### src/rtl/bpfa_pkg.sv
// bpfa_pkg: shared types and constants of the bitmap page frame allocator.
// No dependencies; imported by every module of the block.
`timescale 1ns / 1ps
`default_nettype none

package bpfa_pkg;

    localparam int FN_W      = 12;    // frame_number / result_frame
    localparam int CNT_W     = 13;    // frame_count
    localparam int LIM_W     = 13;    // frame_limit register
    localparam int CMD_W     = 2;
    localparam int STAT_W    = 2;
    localparam int APB_DW    = 32;
    localparam int APB_AW    = 3;

    localparam logic [LIM_W-1:0] LIM_RESET = 13'd4096;
    localparam logic [LIM_W-1:0] LIM_MAX   = 13'h1FFF;

    // register index, taken from paddr[2]
    localparam logic REG_FRAME_LIMIT = 1'b0;

    typedef enum logic [CMD_W-1:0] {
        CMD_ALLOC   = 2'd0,
        CMD_FREE    = 2'd1,
        CMD_RESERVE = 2'd2
    } t_cmd;

    typedef enum logic [STAT_W-1:0] {
        ST_OK    = 2'd0,
        ST_FULL  = 2'd1,
        ST_RANGE = 2'd2
    } t_status;

    typedef enum logic [1:0] {
        WR_ZERO,
        WR_ONES,
        WR_SET,
        WR_CLR
    } t_wr_mode;

    typedef enum logic [3:0] {
        S_CLEAR,
        S_IDLE,
        S_DECODE,
        S_SCAN_RD,
        S_SCAN,
        S_ALLOC_WR,
        S_POS_MUL,
        S_POS_FIX,
        S_RUN_STEP,
        S_RUN_WR,
        S_RESP
    } t_state;

    typedef struct packed {
        logic [CMD_W-1:0] command;
        logic [FN_W-1:0]  frame_number;
        logic [CNT_W-1:0] frame_count;
    } t_in_item;

    typedef struct packed {
        logic [FN_W-1:0]   result_frame;
        logic [STAT_W-1:0] status;
    } t_out_item;

    // controller -> datapath
    typedef struct packed {
        logic     load_item;  // capture the accepted item
        logic     ptr_clr;    // restart the scan pointer
        logic     rd_scan;    // read word at scan pointer, advance pointer
        logic     rd_idx;     // read word at current index
        logic     wr_en;
        t_wr_mode wr_mode;
        logic     scan_hit;   // latch lowest free bit of the read word
        logic     pos_mul;    // word index estimate
        logic     pos_fix;    // correct estimate, load run
        logic     run_adv;    // step run to the next word
        logic     idx_inc;    // clearing pass
    } t_dp_cmd;

    // datapath -> controller
    typedef struct packed {
        logic [CMD_W-1:0] cmd;
        logic             fnum_ok;
        logic             run_ok;
        logic             cnt_zero;
        logic             word_full;
        logic             idx_last;
        logic             frame_ok;
        logic             mask_full;
        logic             run_last;
    } t_dp_stat;

    // controller -> result register
    typedef struct packed {
        logic    load;
        logic    frame_en;
        t_status code;
    } t_res_ctl;

endpackage

`default_nettype wire

### src/rtl/bpfa_datapath.sv
// bpfa_datapath: bitmap memory, scan pointer, frame position and run masks.
// Depends on bpfa_pkg; driven by bpfa_ctrl through t_dp_cmd.
`timescale 1ns / 1ps
`default_nettype none

module bpfa_datapath
    import bpfa_pkg::*;
#(
    parameter int FRAMES    = 4096,
    parameter int WORD_BITS = 32
) (
    input  wire logic             i_clk,
    input  wire logic             i_rst_n,
    input  wire t_in_item         i_item,
    input  wire logic [LIM_W-1:0] i_limit,
    input  wire t_dp_cmd          i_cmd,
    output t_dp_stat              o_stat,
    output logic [FN_W-1:0]       o_frame
);

    localparam int NWORDS = (FRAMES + WORD_BITS - 1) / WORD_BITS;
    localparam int AW     = (NWORDS > 1) ? $clog2(NWORDS) : 1;
    localparam int PW     = $clog2(NWORDS + 1);
    localparam int BW     = $clog2(WORD_BITS);
    localparam int NW     = BW + 1;
    localparam int EW     = BW + 2;
    localparam int FRW    = $clog2(NWORDS * WORD_BITS);
    localparam int CW     = ((FRW > LIM_W) ? FRW : LIM_W) + 1;
    // reciprocal for frame / WORD_BITS; estimate is exact or one low
    localparam int PS     = FN_W + 1;
    localparam int RECIP  = (1 << PS) / WORD_BITS;
    localparam int RW     = $clog2(RECIP + 1);
    localparam int PRW    = FN_W + RW;

    logic [WORD_BITS-1:0] r_mem [NWORDS];
    logic [WORD_BITS-1:0] r_rd_data;

    logic [CMD_W-1:0] r_cmd;
    logic [FN_W-1:0]  r_fnum;
    logic [CNT_W-1:0] r_cnt;
    logic [PW-1:0]    r_ptr;
    logic [AW-1:0]    r_idx;
    logic [BW-1:0]    r_bit;
    logic [CNT_W-1:0] r_remain;
    logic [FN_W-1:0]  r_q;

    logic [AW-1:0]        rd_addr;
    logic [WORD_BITS-1:0] wr_data;
    logic [WORD_BITS-1:0] mask;
    logic [NW-1:0]        avail;
    logic [NW-1:0]        n_take;
    logic [CW-1:0]        frame_w;
    logic [PRW-1:0]       prod;
    logic [FN_W-1:0]      rem_raw;
    logic [FN_W-1:0]      q_fix;
    logic [FN_W-1:0]      rem_fix;

    // lowest clear bit: isolate it, then encode the one-hot
    function automatic logic [BW-1:0] low_zero(input logic [WORD_BITS-1:0] w);
        logic [WORD_BITS-1:0] iso;
        logic [BW-1:0]        pos;
        iso = ~w & (w + 1'b1);
        pos = '0;
        for (int b = 0; b < WORD_BITS; b++) begin
            if (iso[b]) begin
                pos = pos | BW'(b);
            end
        end
        return pos;
    endfunction

    assign rd_addr = i_cmd.rd_scan ? r_ptr[AW-1:0] : r_idx;

    // frames taken from the current word: min(bits left in word, frames left)
    assign avail  = NW'(WORD_BITS) - NW'(r_bit);
    assign n_take = (CNT_W'(avail) < r_remain) ? avail : r_remain[NW-1:0];

    always_comb begin
        for (int b = 0; b < WORD_BITS; b++) begin
            mask[b] = (EW'(b) >= EW'(r_bit)) && (EW'(b) < EW'(r_bit) + EW'(n_take));
        end
    end

    always_comb begin
        case (i_cmd.wr_mode)
            WR_ZERO: wr_data = '0;
            WR_ONES: wr_data = '1;
            WR_SET:  wr_data = r_rd_data | mask;
            WR_CLR:  wr_data = r_rd_data & ~mask;
            default: wr_data = r_rd_data;
        endcase
    end

    always_ff @(posedge i_clk) begin
        if (i_cmd.wr_en) begin
            r_mem[r_idx] <= wr_data;
        end
        if (i_cmd.rd_scan || i_cmd.rd_idx) begin
            r_rd_data <= r_mem[rd_addr];
        end
    end

    // position: frame_number -> word index and bit offset
    assign prod    = PRW'(r_fnum) * PRW'(RECIP);
    assign rem_raw = r_fnum - FN_W'(r_q * FN_W'(WORD_BITS));
    assign q_fix   = (rem_raw >= FN_W'(WORD_BITS)) ? r_q + 1'b1 : r_q;
    assign rem_fix = (rem_raw >= FN_W'(WORD_BITS)) ? rem_raw - FN_W'(WORD_BITS)
                                                   : rem_raw;

    always_ff @(posedge i_clk) begin
        if (!i_rst_n) begin
            r_ptr <= '0;
            r_idx <= '0;
        end else begin
            if (i_cmd.ptr_clr) begin
                r_ptr <= '0;
            end else if (i_cmd.rd_scan) begin
                r_ptr <= r_ptr + 1'b1;
            end
            if (i_cmd.rd_scan) begin
                r_idx <= r_ptr[AW-1:0];
            end else if (i_cmd.pos_fix) begin
                r_idx <= AW'(q_fix);
            end else if (i_cmd.run_adv || i_cmd.idx_inc) begin
                r_idx <= r_idx + 1'b1;
            end
        end
    end

    always_ff @(posedge i_clk) begin
        if (i_cmd.load_item) begin
            r_cmd  <= i_item.command;
            r_fnum <= i_item.frame_number;
            r_cnt  <= i_item.frame_count;
        end
        if (i_cmd.pos_mul) begin
            r_q <= FN_W'(prod >> PS);
        end
        if (i_cmd.scan_hit) begin
            r_bit    <= low_zero(r_rd_data);
            r_remain <= CNT_W'(1);
        end else if (i_cmd.pos_fix) begin
            r_bit    <= BW'(rem_fix);
            r_remain <= (r_cmd == CMD_FREE) ? CNT_W'(1) : r_cnt;
        end else if (i_cmd.run_adv) begin
            r_bit    <= '0;
            r_remain <= r_remain - CNT_W'(n_take);
        end
    end

    assign frame_w = CW'(r_idx) * CW'(WORD_BITS) + CW'(r_bit);
    assign o_frame = frame_w[FN_W-1:0];

    always_comb begin
        o_stat.cmd       = r_cmd;
        o_stat.fnum_ok   = LIM_W'(r_fnum) < i_limit;
        o_stat.run_ok    = (LIM_W'(r_fnum) < i_limit)
                        && ((14'(r_fnum) + 14'(r_cnt)) <= 14'(i_limit));
        o_stat.cnt_zero  = (r_cnt == '0);
        o_stat.word_full = (r_rd_data == '1);
        o_stat.idx_last  = (r_idx == AW'(NWORDS - 1));
        o_stat.frame_ok  = frame_w < CW'(i_limit);
        o_stat.mask_full = (mask == '1);
        o_stat.run_last  = (r_remain == CNT_W'(n_take));
    end

endmodule

`default_nettype wire

### src/rtl/bpfa_ctrl.sv
// bpfa_ctrl: command sequencer of the allocator (clear, scan, position, run).
// Depends on bpfa_pkg; drives bpfa_datapath and the result register.
`timescale 1ns / 1ps
`default_nettype none

module bpfa_ctrl
    import bpfa_pkg::*;
(
    input  wire logic     i_clk,
    input  wire logic     i_rst_n,
    input  wire logic     i_in_valid,
    input  wire logic     i_out_ready,
    input  wire t_dp_stat i_stat,
    output logic          o_in_stall,
    output t_dp_cmd       o_cmd,
    output t_res_ctl      o_res
);

    t_state  r_state, n_state;
    t_status r_code, n_code;
    logic    r_frame_en, n_frame_en;

    always_ff @(posedge i_clk) begin
        if (!i_rst_n) begin
            r_state    <= S_CLEAR;
            r_code     <= ST_OK;
            r_frame_en <= 1'b0;
        end else begin
            r_state    <= n_state;
            r_code     <= n_code;
            r_frame_en <= n_frame_en;
        end
    end

    always_comb begin
        n_state    = r_state;
        n_code     = r_code;
        n_frame_en = r_frame_en;
        o_cmd      = '0;
        o_cmd.wr_mode = WR_ZERO;
        o_res.load     = 1'b0;
        o_res.frame_en = r_frame_en;
        o_res.code     = r_code;
        o_in_stall = (r_state != S_IDLE);

        case (r_state)
            S_CLEAR: begin
                o_cmd.wr_en   = 1'b1;
                o_cmd.wr_mode = WR_ZERO;
                o_cmd.idx_inc = 1'b1;
                if (i_stat.idx_last) begin
                    n_state = S_IDLE;
                end
            end
            S_IDLE: begin
                if (i_in_valid) begin
                    o_cmd.load_item = 1'b1;
                    n_state = S_DECODE;
                end
            end
            S_DECODE: begin
                n_frame_en = 1'b0;
                n_code     = ST_OK;
                case (i_stat.cmd)
                    CMD_ALLOC: begin
                        o_cmd.ptr_clr = 1'b1;
                        n_state = S_SCAN_RD;
                    end
                    CMD_FREE: begin
                        if (i_stat.fnum_ok) begin
                            n_state = S_POS_MUL;
                        end else begin
                            n_code  = ST_RANGE;
                            n_state = S_RESP;
                        end
                    end
                    CMD_RESERVE: begin
                        if (!i_stat.run_ok) begin
                            n_code  = ST_RANGE;
                            n_state = S_RESP;
                        end else if (i_stat.cnt_zero) begin
                            n_state = S_RESP;
                        end else begin
                            n_state = S_POS_MUL;
                        end
                    end
                    default: begin
                        n_code  = ST_RANGE;
                        n_state = S_RESP;
                    end
                endcase
            end
            S_SCAN_RD: begin
                o_cmd.rd_scan = 1'b1;
                n_state = S_SCAN;
            end
            S_SCAN: begin
                if (!i_stat.word_full) begin
                    o_cmd.scan_hit = 1'b1;
                    n_state = S_ALLOC_WR;
                end else if (i_stat.idx_last) begin
                    n_code  = ST_FULL;
                    n_state = S_RESP;
                end else begin
                    o_cmd.rd_scan = 1'b1;
                end
            end
            S_ALLOC_WR: begin
                // lowest free frame may still sit at or above the limit
                if (i_stat.frame_ok) begin
                    o_cmd.wr_en   = 1'b1;
                    o_cmd.wr_mode = WR_SET;
                    n_frame_en    = 1'b1;
                end else begin
                    n_code = ST_FULL;
                end
                n_state = S_RESP;
            end
            S_POS_MUL: begin
                o_cmd.pos_mul = 1'b1;
                n_state = S_POS_FIX;
            end
            S_POS_FIX: begin
                o_cmd.pos_fix = 1'b1;
                n_state = S_RUN_STEP;
            end
            S_RUN_STEP: begin
                // whole word covered: write without reading
                if (i_stat.mask_full && (i_stat.cmd == CMD_RESERVE)) begin
                    o_cmd.wr_en   = 1'b1;
                    o_cmd.wr_mode = WR_ONES;
                    o_cmd.run_adv = 1'b1;
                    if (i_stat.run_last) begin
                        n_state = S_RESP;
                    end
                end else begin
                    o_cmd.rd_idx = 1'b1;
                    n_state = S_RUN_WR;
                end
            end
            S_RUN_WR: begin
                o_cmd.wr_en   = 1'b1;
                o_cmd.wr_mode = (i_stat.cmd == CMD_FREE) ? WR_CLR : WR_SET;
                o_cmd.run_adv = 1'b1;
                n_state = i_stat.run_last ? S_RESP : S_RUN_STEP;
            end
            S_RESP: begin
                if (i_out_ready) begin
                    o_res.load = 1'b1;
                    n_state = S_IDLE;
                end
            end
            default: begin
                n_state = S_IDLE;
            end
        endcase
    end

    a_accept_decodes: assert property (@(posedge i_clk) disable iff (!i_rst_n)
        o_cmd.load_item |=> (r_state == S_DECODE))
        else $error("accepted item not decoded next cycle");

    a_one_read: assert property (@(posedge i_clk) disable iff (!i_rst_n)
        $onehot0({o_cmd.rd_scan, o_cmd.rd_idx}))
        else $error("two read sources in one cycle");

    a_frame_ok_only: assert property (@(posedge i_clk) disable iff (!i_rst_n)
        (o_res.load && o_res.frame_en) |-> (o_res.code == ST_OK))
        else $error("frame returned with failing status");

endmodule

`default_nettype wire

### src/rtl/bitmap_page_frame_allocator.sv
// bitmap_page_frame_allocator: top level, APB register, result register.
// Depends on bpfa_pkg, bpfa_ctrl and bpfa_datapath.
`timescale 1ns / 1ps
`default_nettype none

//  channel   direction  handshake                  payload
//  in        input      i_in_valid / o_in_stall    i_in_item  (t_in_item)
//  out       output     o_out_valid / i_out_stall  o_out_item (t_out_item)
//  cfg       input      APB psel/penable/pwrite    pwdata -> frame_limit
//
//  Steps between decode and response (NWORDS = FRAMES / WORD_BITS words):
//    allocate: scan up to the first non-full word, at most NWORDS (128 by default)
//              words, one word a cycle from the bitmap RAM; write if in range.
//    free: position, read, write. reserve: position, full words written,
//    partial words read and written. out of range / bad command: none.
//  Reset: a clearing pass writes every bitmap word, input stalled.
//  A finished result waits in the output register; the next item is taken
//  meanwhile, and its own result waits for the register to empty.

module bitmap_page_frame_allocator
    import bpfa_pkg::*;
#(
    parameter int FRAMES    = 4096,
    parameter int WORD_BITS = 32
) (
    input  wire logic              i_clk,
    input  wire logic              i_rst_n,
    // item in
    input  wire logic              i_in_valid,
    output logic                   o_in_stall,
    input  wire t_in_item          i_in_item,
    // result out
    output logic                   o_out_valid,
    input  wire logic              i_out_stall,
    output t_out_item              o_out_item,
    // APB configuration
    input  wire logic              psel,
    input  wire logic              penable,
    input  wire logic              pwrite,
    input  wire logic [APB_AW-1:0] paddr,
    input  wire logic [APB_DW-1:0] pwdata,
    output logic [APB_DW-1:0]      prdata,
    output logic                   pready
);

    // limit clamp: frames beyond FRAMES do not exist
    localparam logic [LIM_W-1:0] LIM_CAP =
        (FRAMES > int'(LIM_MAX)) ? LIM_MAX : LIM_W'(FRAMES);

    logic [LIM_W-1:0] r_limit;
    logic [LIM_W-1:0] eff_limit;
    logic             r_out_valid;
    t_out_item        r_out_item;
    logic             out_ready;
    logic             cfg_wr;

    t_dp_cmd          dp_cmd;
    t_dp_stat         dp_stat;
    t_res_ctl         res;
    logic [FN_W-1:0]  dp_frame;

    // APB: zero wait states, single register at index REG_FRAME_LIMIT
    assign pready = 1'b1;
    assign cfg_wr = psel && penable && pwrite && pready;
    assign prdata = (paddr[2] == REG_FRAME_LIMIT)
                  ? {{(APB_DW-LIM_W){1'b0}}, r_limit} : '0;

    always_ff @(posedge i_clk) begin
        if (!i_rst_n) begin
            r_limit <= LIM_RESET;
        end else if (cfg_wr && (paddr[2] == REG_FRAME_LIMIT)) begin
            r_limit <= pwdata[LIM_W-1:0];
        end
    end

    assign eff_limit = (r_limit > LIM_CAP) ? LIM_CAP : r_limit;

    bpfa_ctrl u_ctrl (
        .i_clk       (i_clk),
        .i_rst_n     (i_rst_n),
        .i_in_valid  (i_in_valid),
        .i_out_ready (out_ready),
        .i_stat      (dp_stat),
        .o_in_stall  (o_in_stall),
        .o_cmd       (dp_cmd),
        .o_res       (res)
    );

    bpfa_datapath #(
        .FRAMES    (FRAMES),
        .WORD_BITS (WORD_BITS)
    ) u_dp (
        .i_clk   (i_clk),
        .i_rst_n (i_rst_n),
        .i_item  (i_in_item),
        .i_limit (eff_limit),
        .i_cmd   (dp_cmd),
        .o_stat  (dp_stat),
        .o_frame (dp_frame)
    );

    // output register: free when empty or being taken this cycle
    assign out_ready = !r_out_valid || !i_out_stall;

    always_ff @(posedge i_clk) begin
        if (!i_rst_n) begin
            r_out_valid <= 1'b0;
        end else if (res.load) begin
            r_out_valid <= 1'b1;
        end else if (!i_out_stall) begin
            r_out_valid <= 1'b0;
        end
    end

    always_ff @(posedge i_clk) begin
        if (res.load) begin
            r_out_item.result_frame <= res.frame_en ? dp_frame : '0;
            r_out_item.status       <= res.code;
        end
    end

    assign o_out_valid = r_out_valid;
    assign o_out_item  = r_out_item;

    a_no_overwrite: assert property (@(posedge i_clk) disable iff (!i_rst_n)
        (r_out_valid && i_out_stall) |-> !res.load)
        else $error("pending result overwritten");

endmodule

`default_nettype wire
### config.mk
export PLATFORM = sky130hd
export DESIGN_NAME = bitmap_page_frame_allocator
export DESIGN_NICKNAME = d
export VERILOG_FILES = /design/src/rtl/bpfa_pkg.sv /design/src/rtl/bpfa_datapath.sv /design/src/rtl/bpfa_ctrl.sv /design/src/rtl/bitmap_page_frame_allocator.sv
export SDC_FILE = /design/constraint.sdc
export NUM_CORES = 2
export LEC_CHECK = 0
export ABC_AREA = 1
export ABC_CLOCK_PERIOD_IN_PS = 15400
export BUFFER_PORTS_ARGS = -buffer_cell sky130_fd_sc_hd__buf_2
export CAP_MARGIN = 5
export CORE_MARGIN = 2
export CORE_UTILIZATION = 40
export DETAILED_ROUTE_END_ITERATION = 7
export PLACE_DENSITY_LB_ADDON = 0.05
export SLEW_MARGIN = 20
export SYNTH_ARGS = -nofsm -noshare
export SYNTH_HDL_FRONTEND = slang
export SYNTH_SLANG_ARGS = --single-unit
### constraint.sdc
create_clock -name i_clk -period 15.4 [get_ports i_clk]
set_clock_uncertainty 0.1 [all_clocks]
set_input_delay 3.85 -clock i_clk [delete_from_list [all_inputs] [get_ports i_clk]]
set_output_delay 3.85 -clock i_clk [all_outputs]
set_load 0.02 [all_outputs]
==> reports/results.ini <==
[route]
dr.pass1.iters=7
wirelength_um=573000
drt_iter0_drc=12500
avgViaCountPerCell=5.55
ant_nets=0
wl_per_cell_um=27.4
vias=116000
drc=0

[status]
status=completed

[cells_and_area]
layout.nets=14900
fill_cells=39200
drive_gt1_share_pct=8.37
areaGrowthSynthToFinish_pct=12.5
stdcell_area_um2=196000

[synth]
synth_top_family_by_area=simple AND/OR/NAND/NOR gates
synthMuxAreaShare_pct=0
yosysMostFrequentCell=nand2_1
synth_edf_count=4181
synth_fa_ha_area_share_pct=0.599
ys_warn_count=0
synth.top_cells.by_count=nand2_1, edfxtp_1, nand3_1
async_flop_share_pct=0
synth_compound_area_share_pct=0.937
synthSimpleGateAreaFrac_pct=22.6
synthesis.area_um2=174000
synth_seq_cells=4229
yosysUniqueCellTypes=59
synth_area_leader_cell=edfxtp_1
syn-instance-count=14800
yosys-top-cells-area=edfxtp_1, nand3_1, nand2_1, buf_2, nor2_1
synth-xor-area-share_pct=0.151
synth_top_area_share_pct=72.0
ys_seq_area_share_pct=72.6
synth_ff_type=edfxtp_1
synth_area_per_cell_um2=11.8

[clocking]
cts_hold_buf=0
clk_transition_reported_paths_ps=60
cts.sinks=4229
clk_latency_ps=1020
cts_tree=done
cts-buffers-inserted=463
ctsResizeCount=0
post_cts_buffers=0
htreeDepth=5
clock_path_buffers=4
clock-root-buffer=clkbuf_16

[die]
die_h_um=664
core_um2=434000
die_w_um=664
dieArea_um2=441000
io_pins=118
rows=242
start_util_pct=40.1

[sta]
period_needed_ps=9150
tns_ps=0
drv_slew=0
timing.fmax_mhz=109
holdWs_ps=416
max-slew-margin-rel_pct=13.1
worstMarginPinSlew_ps=1300
hold_viol=0
setup_violations=0
min_period_over_period_pct=59.4
grt_setup_unrepaired=no

[worst_hold_path]
holdCritPathClass=reg -> reg

[setup_path]
cp.arrival_ps=9730
crit_end=u_dp.r_mem[23][24]
reg2reg_setup_slack_ps=6250
worstSetupPathType=reg -> reg
r2r_cells=33
rr_startpoint=u_dp.r_bit[1]
slowest_delay_ps=680
start_kind=flip-flop
path_max_fanout=34
reg2reg_to=u_dp.r_mem[23][24]
cp_slowest_cell=nand2_2
critPathCaptureType=flip-flop
cpMostUsedCell=nand2_1
crit_path_start=u_dp.r_bit[1]
crit_required_ps=15990

[global_routing]
grt_max_degree=169
grt.met1_usage_pct=35.2
grt_pass1_vias=110000
grt_pass1_wl_um=809000
grt.met2_usage_pct=40.8
busiest_layer=met2
grtUsageTotal_pct=25.3
overflow=0
antenna_found_initial=38
use_met3_pct=3.82

[power]
leakage_nw=68.0
peakVddDrop_uv=102
power.density_nw_per_um2=126

[run]
maxCapViolCount=0

[placed_design]
dp_hpwl_um=317000
numPortBuffers=76
place_congestion=0.867
place_area_um2=182000

[cell type report]
type                    instances  area, µm²  area share [%]
flip-flops and latches       4229     127000            64.5
multi-input cells            9397      43700            22.3
clock buffers                 573      12200            6.22
well taps                    5734       7170            3.66
repair buffers                431       3640            1.85
clock inverters               268       1950           0.996
inverters                     220        872           0.445
diodes                         35       87.6          0.0447
[cells by family (layout without fill, tap and decap cells)]
kind of cell / count (synthesis) / count (layout)
simple gates: 9005 / 9005
flops: 4229 / 4229
buf+inv: 1183 / 1492
compound gates: 261 / 261
fa+ha+maj: 81 / 81
xor+xnor: 30 / 30
other cells: 2 / 55
[sequential cells by signal, summed over array words and instances, names as in the netlist, 7 cells and up]
| signal | flops |
|---|---|
| o_out_item | 14 |
| r_limit | 13 |
| u_dp.r_cnt | 13 |
| u_dp.r_fnum | 12 |
| u_dp.r_idx | 7 |
| u_dp.r_mem | 4096 |
| u_dp.r_ptr | 7 |
| u_dp.r_q | 7 |
| u_dp.r_rd_data | 32 |
| u_dp.r_remain | 13 |
[layer usage]
| metal | vias up | wire length [µm] |
|---|---|---|
| li1 | 52700 | - |
| met5 | - | 0 |
| met2 | 4166 | 267000 |
| met4 | 0 | 19700 |
| met1 | 58300 | 245000 |
| met3 | 791 | 41000 |
[worst min-delay path by stage]
stage                           startpoint             to  slack [ps]  cells after the start
after floorplan           u_ctrl.r_code[1]  o_out_item[1]         310                      0
after global placement       u_dp.r_ptr[6]  u_dp.r_ptr[6]         400                      2
after detailed placement        r_limit[4]     r_limit[4]         400                      2
after CTS                       r_limit[4]     r_limit[4]         420                      2
after global routing            r_limit[3]     r_limit[3]         440                      2
final                          r_limit[11]    r_limit[11]         420                      2
[critical path, delay by kind of cell (launching register included)]
family	cells	cell delay (ps)
AOI/OAI and AO/OA	4	1250
adders and majority gates	5	1520
buffers and inverters	7	2050
DFF	1	660
and+or+nand+nor	17	3150
[power by group]
part	internal (mW)	leakage, nW	switching, mW	total (mW)
clock network	5.94	6.91	4.51	10.5
logic	0.419	25.3	1.33	1.74
registers	12.5	35.8	0.00970	12.5
total	18.9	68.0	5.85	24.7
[placed cells by master, fill, tap and decap left out, drive strengths merged, types with 22 or more instances in the layout]
master and count:
diode 35, bufinv 22, nor4 27, a21oi 100, dfxtp 48, nand3 4106
clkinv 224, buf 431, nand2 4427, nor3 35, o311ai 32, edfxtp 4181
clkbuf 573, o21ai 56, nor2 362, ha 77, xor2 24, nand4 31
inv 229
[stage by stage]
step | utilization, % | setup slack, ps | power (mW) | std cells
after floorplan | - | 1010 | 13.8 | 14800
after global placement | 41.8 | 6030 | 14.5 | 20000
after detailed placement | 41.9 | 6240 | 14.5 | 20000
after CTS | 45.1 | 6210 | 24.9 | 20900
after global routing | 45.1 | 5700 | 25.5 | 20900
final | 45.2 | 6250 | 24.7 | 20900
Note: power is estimated with default switching activity, not from simulation.
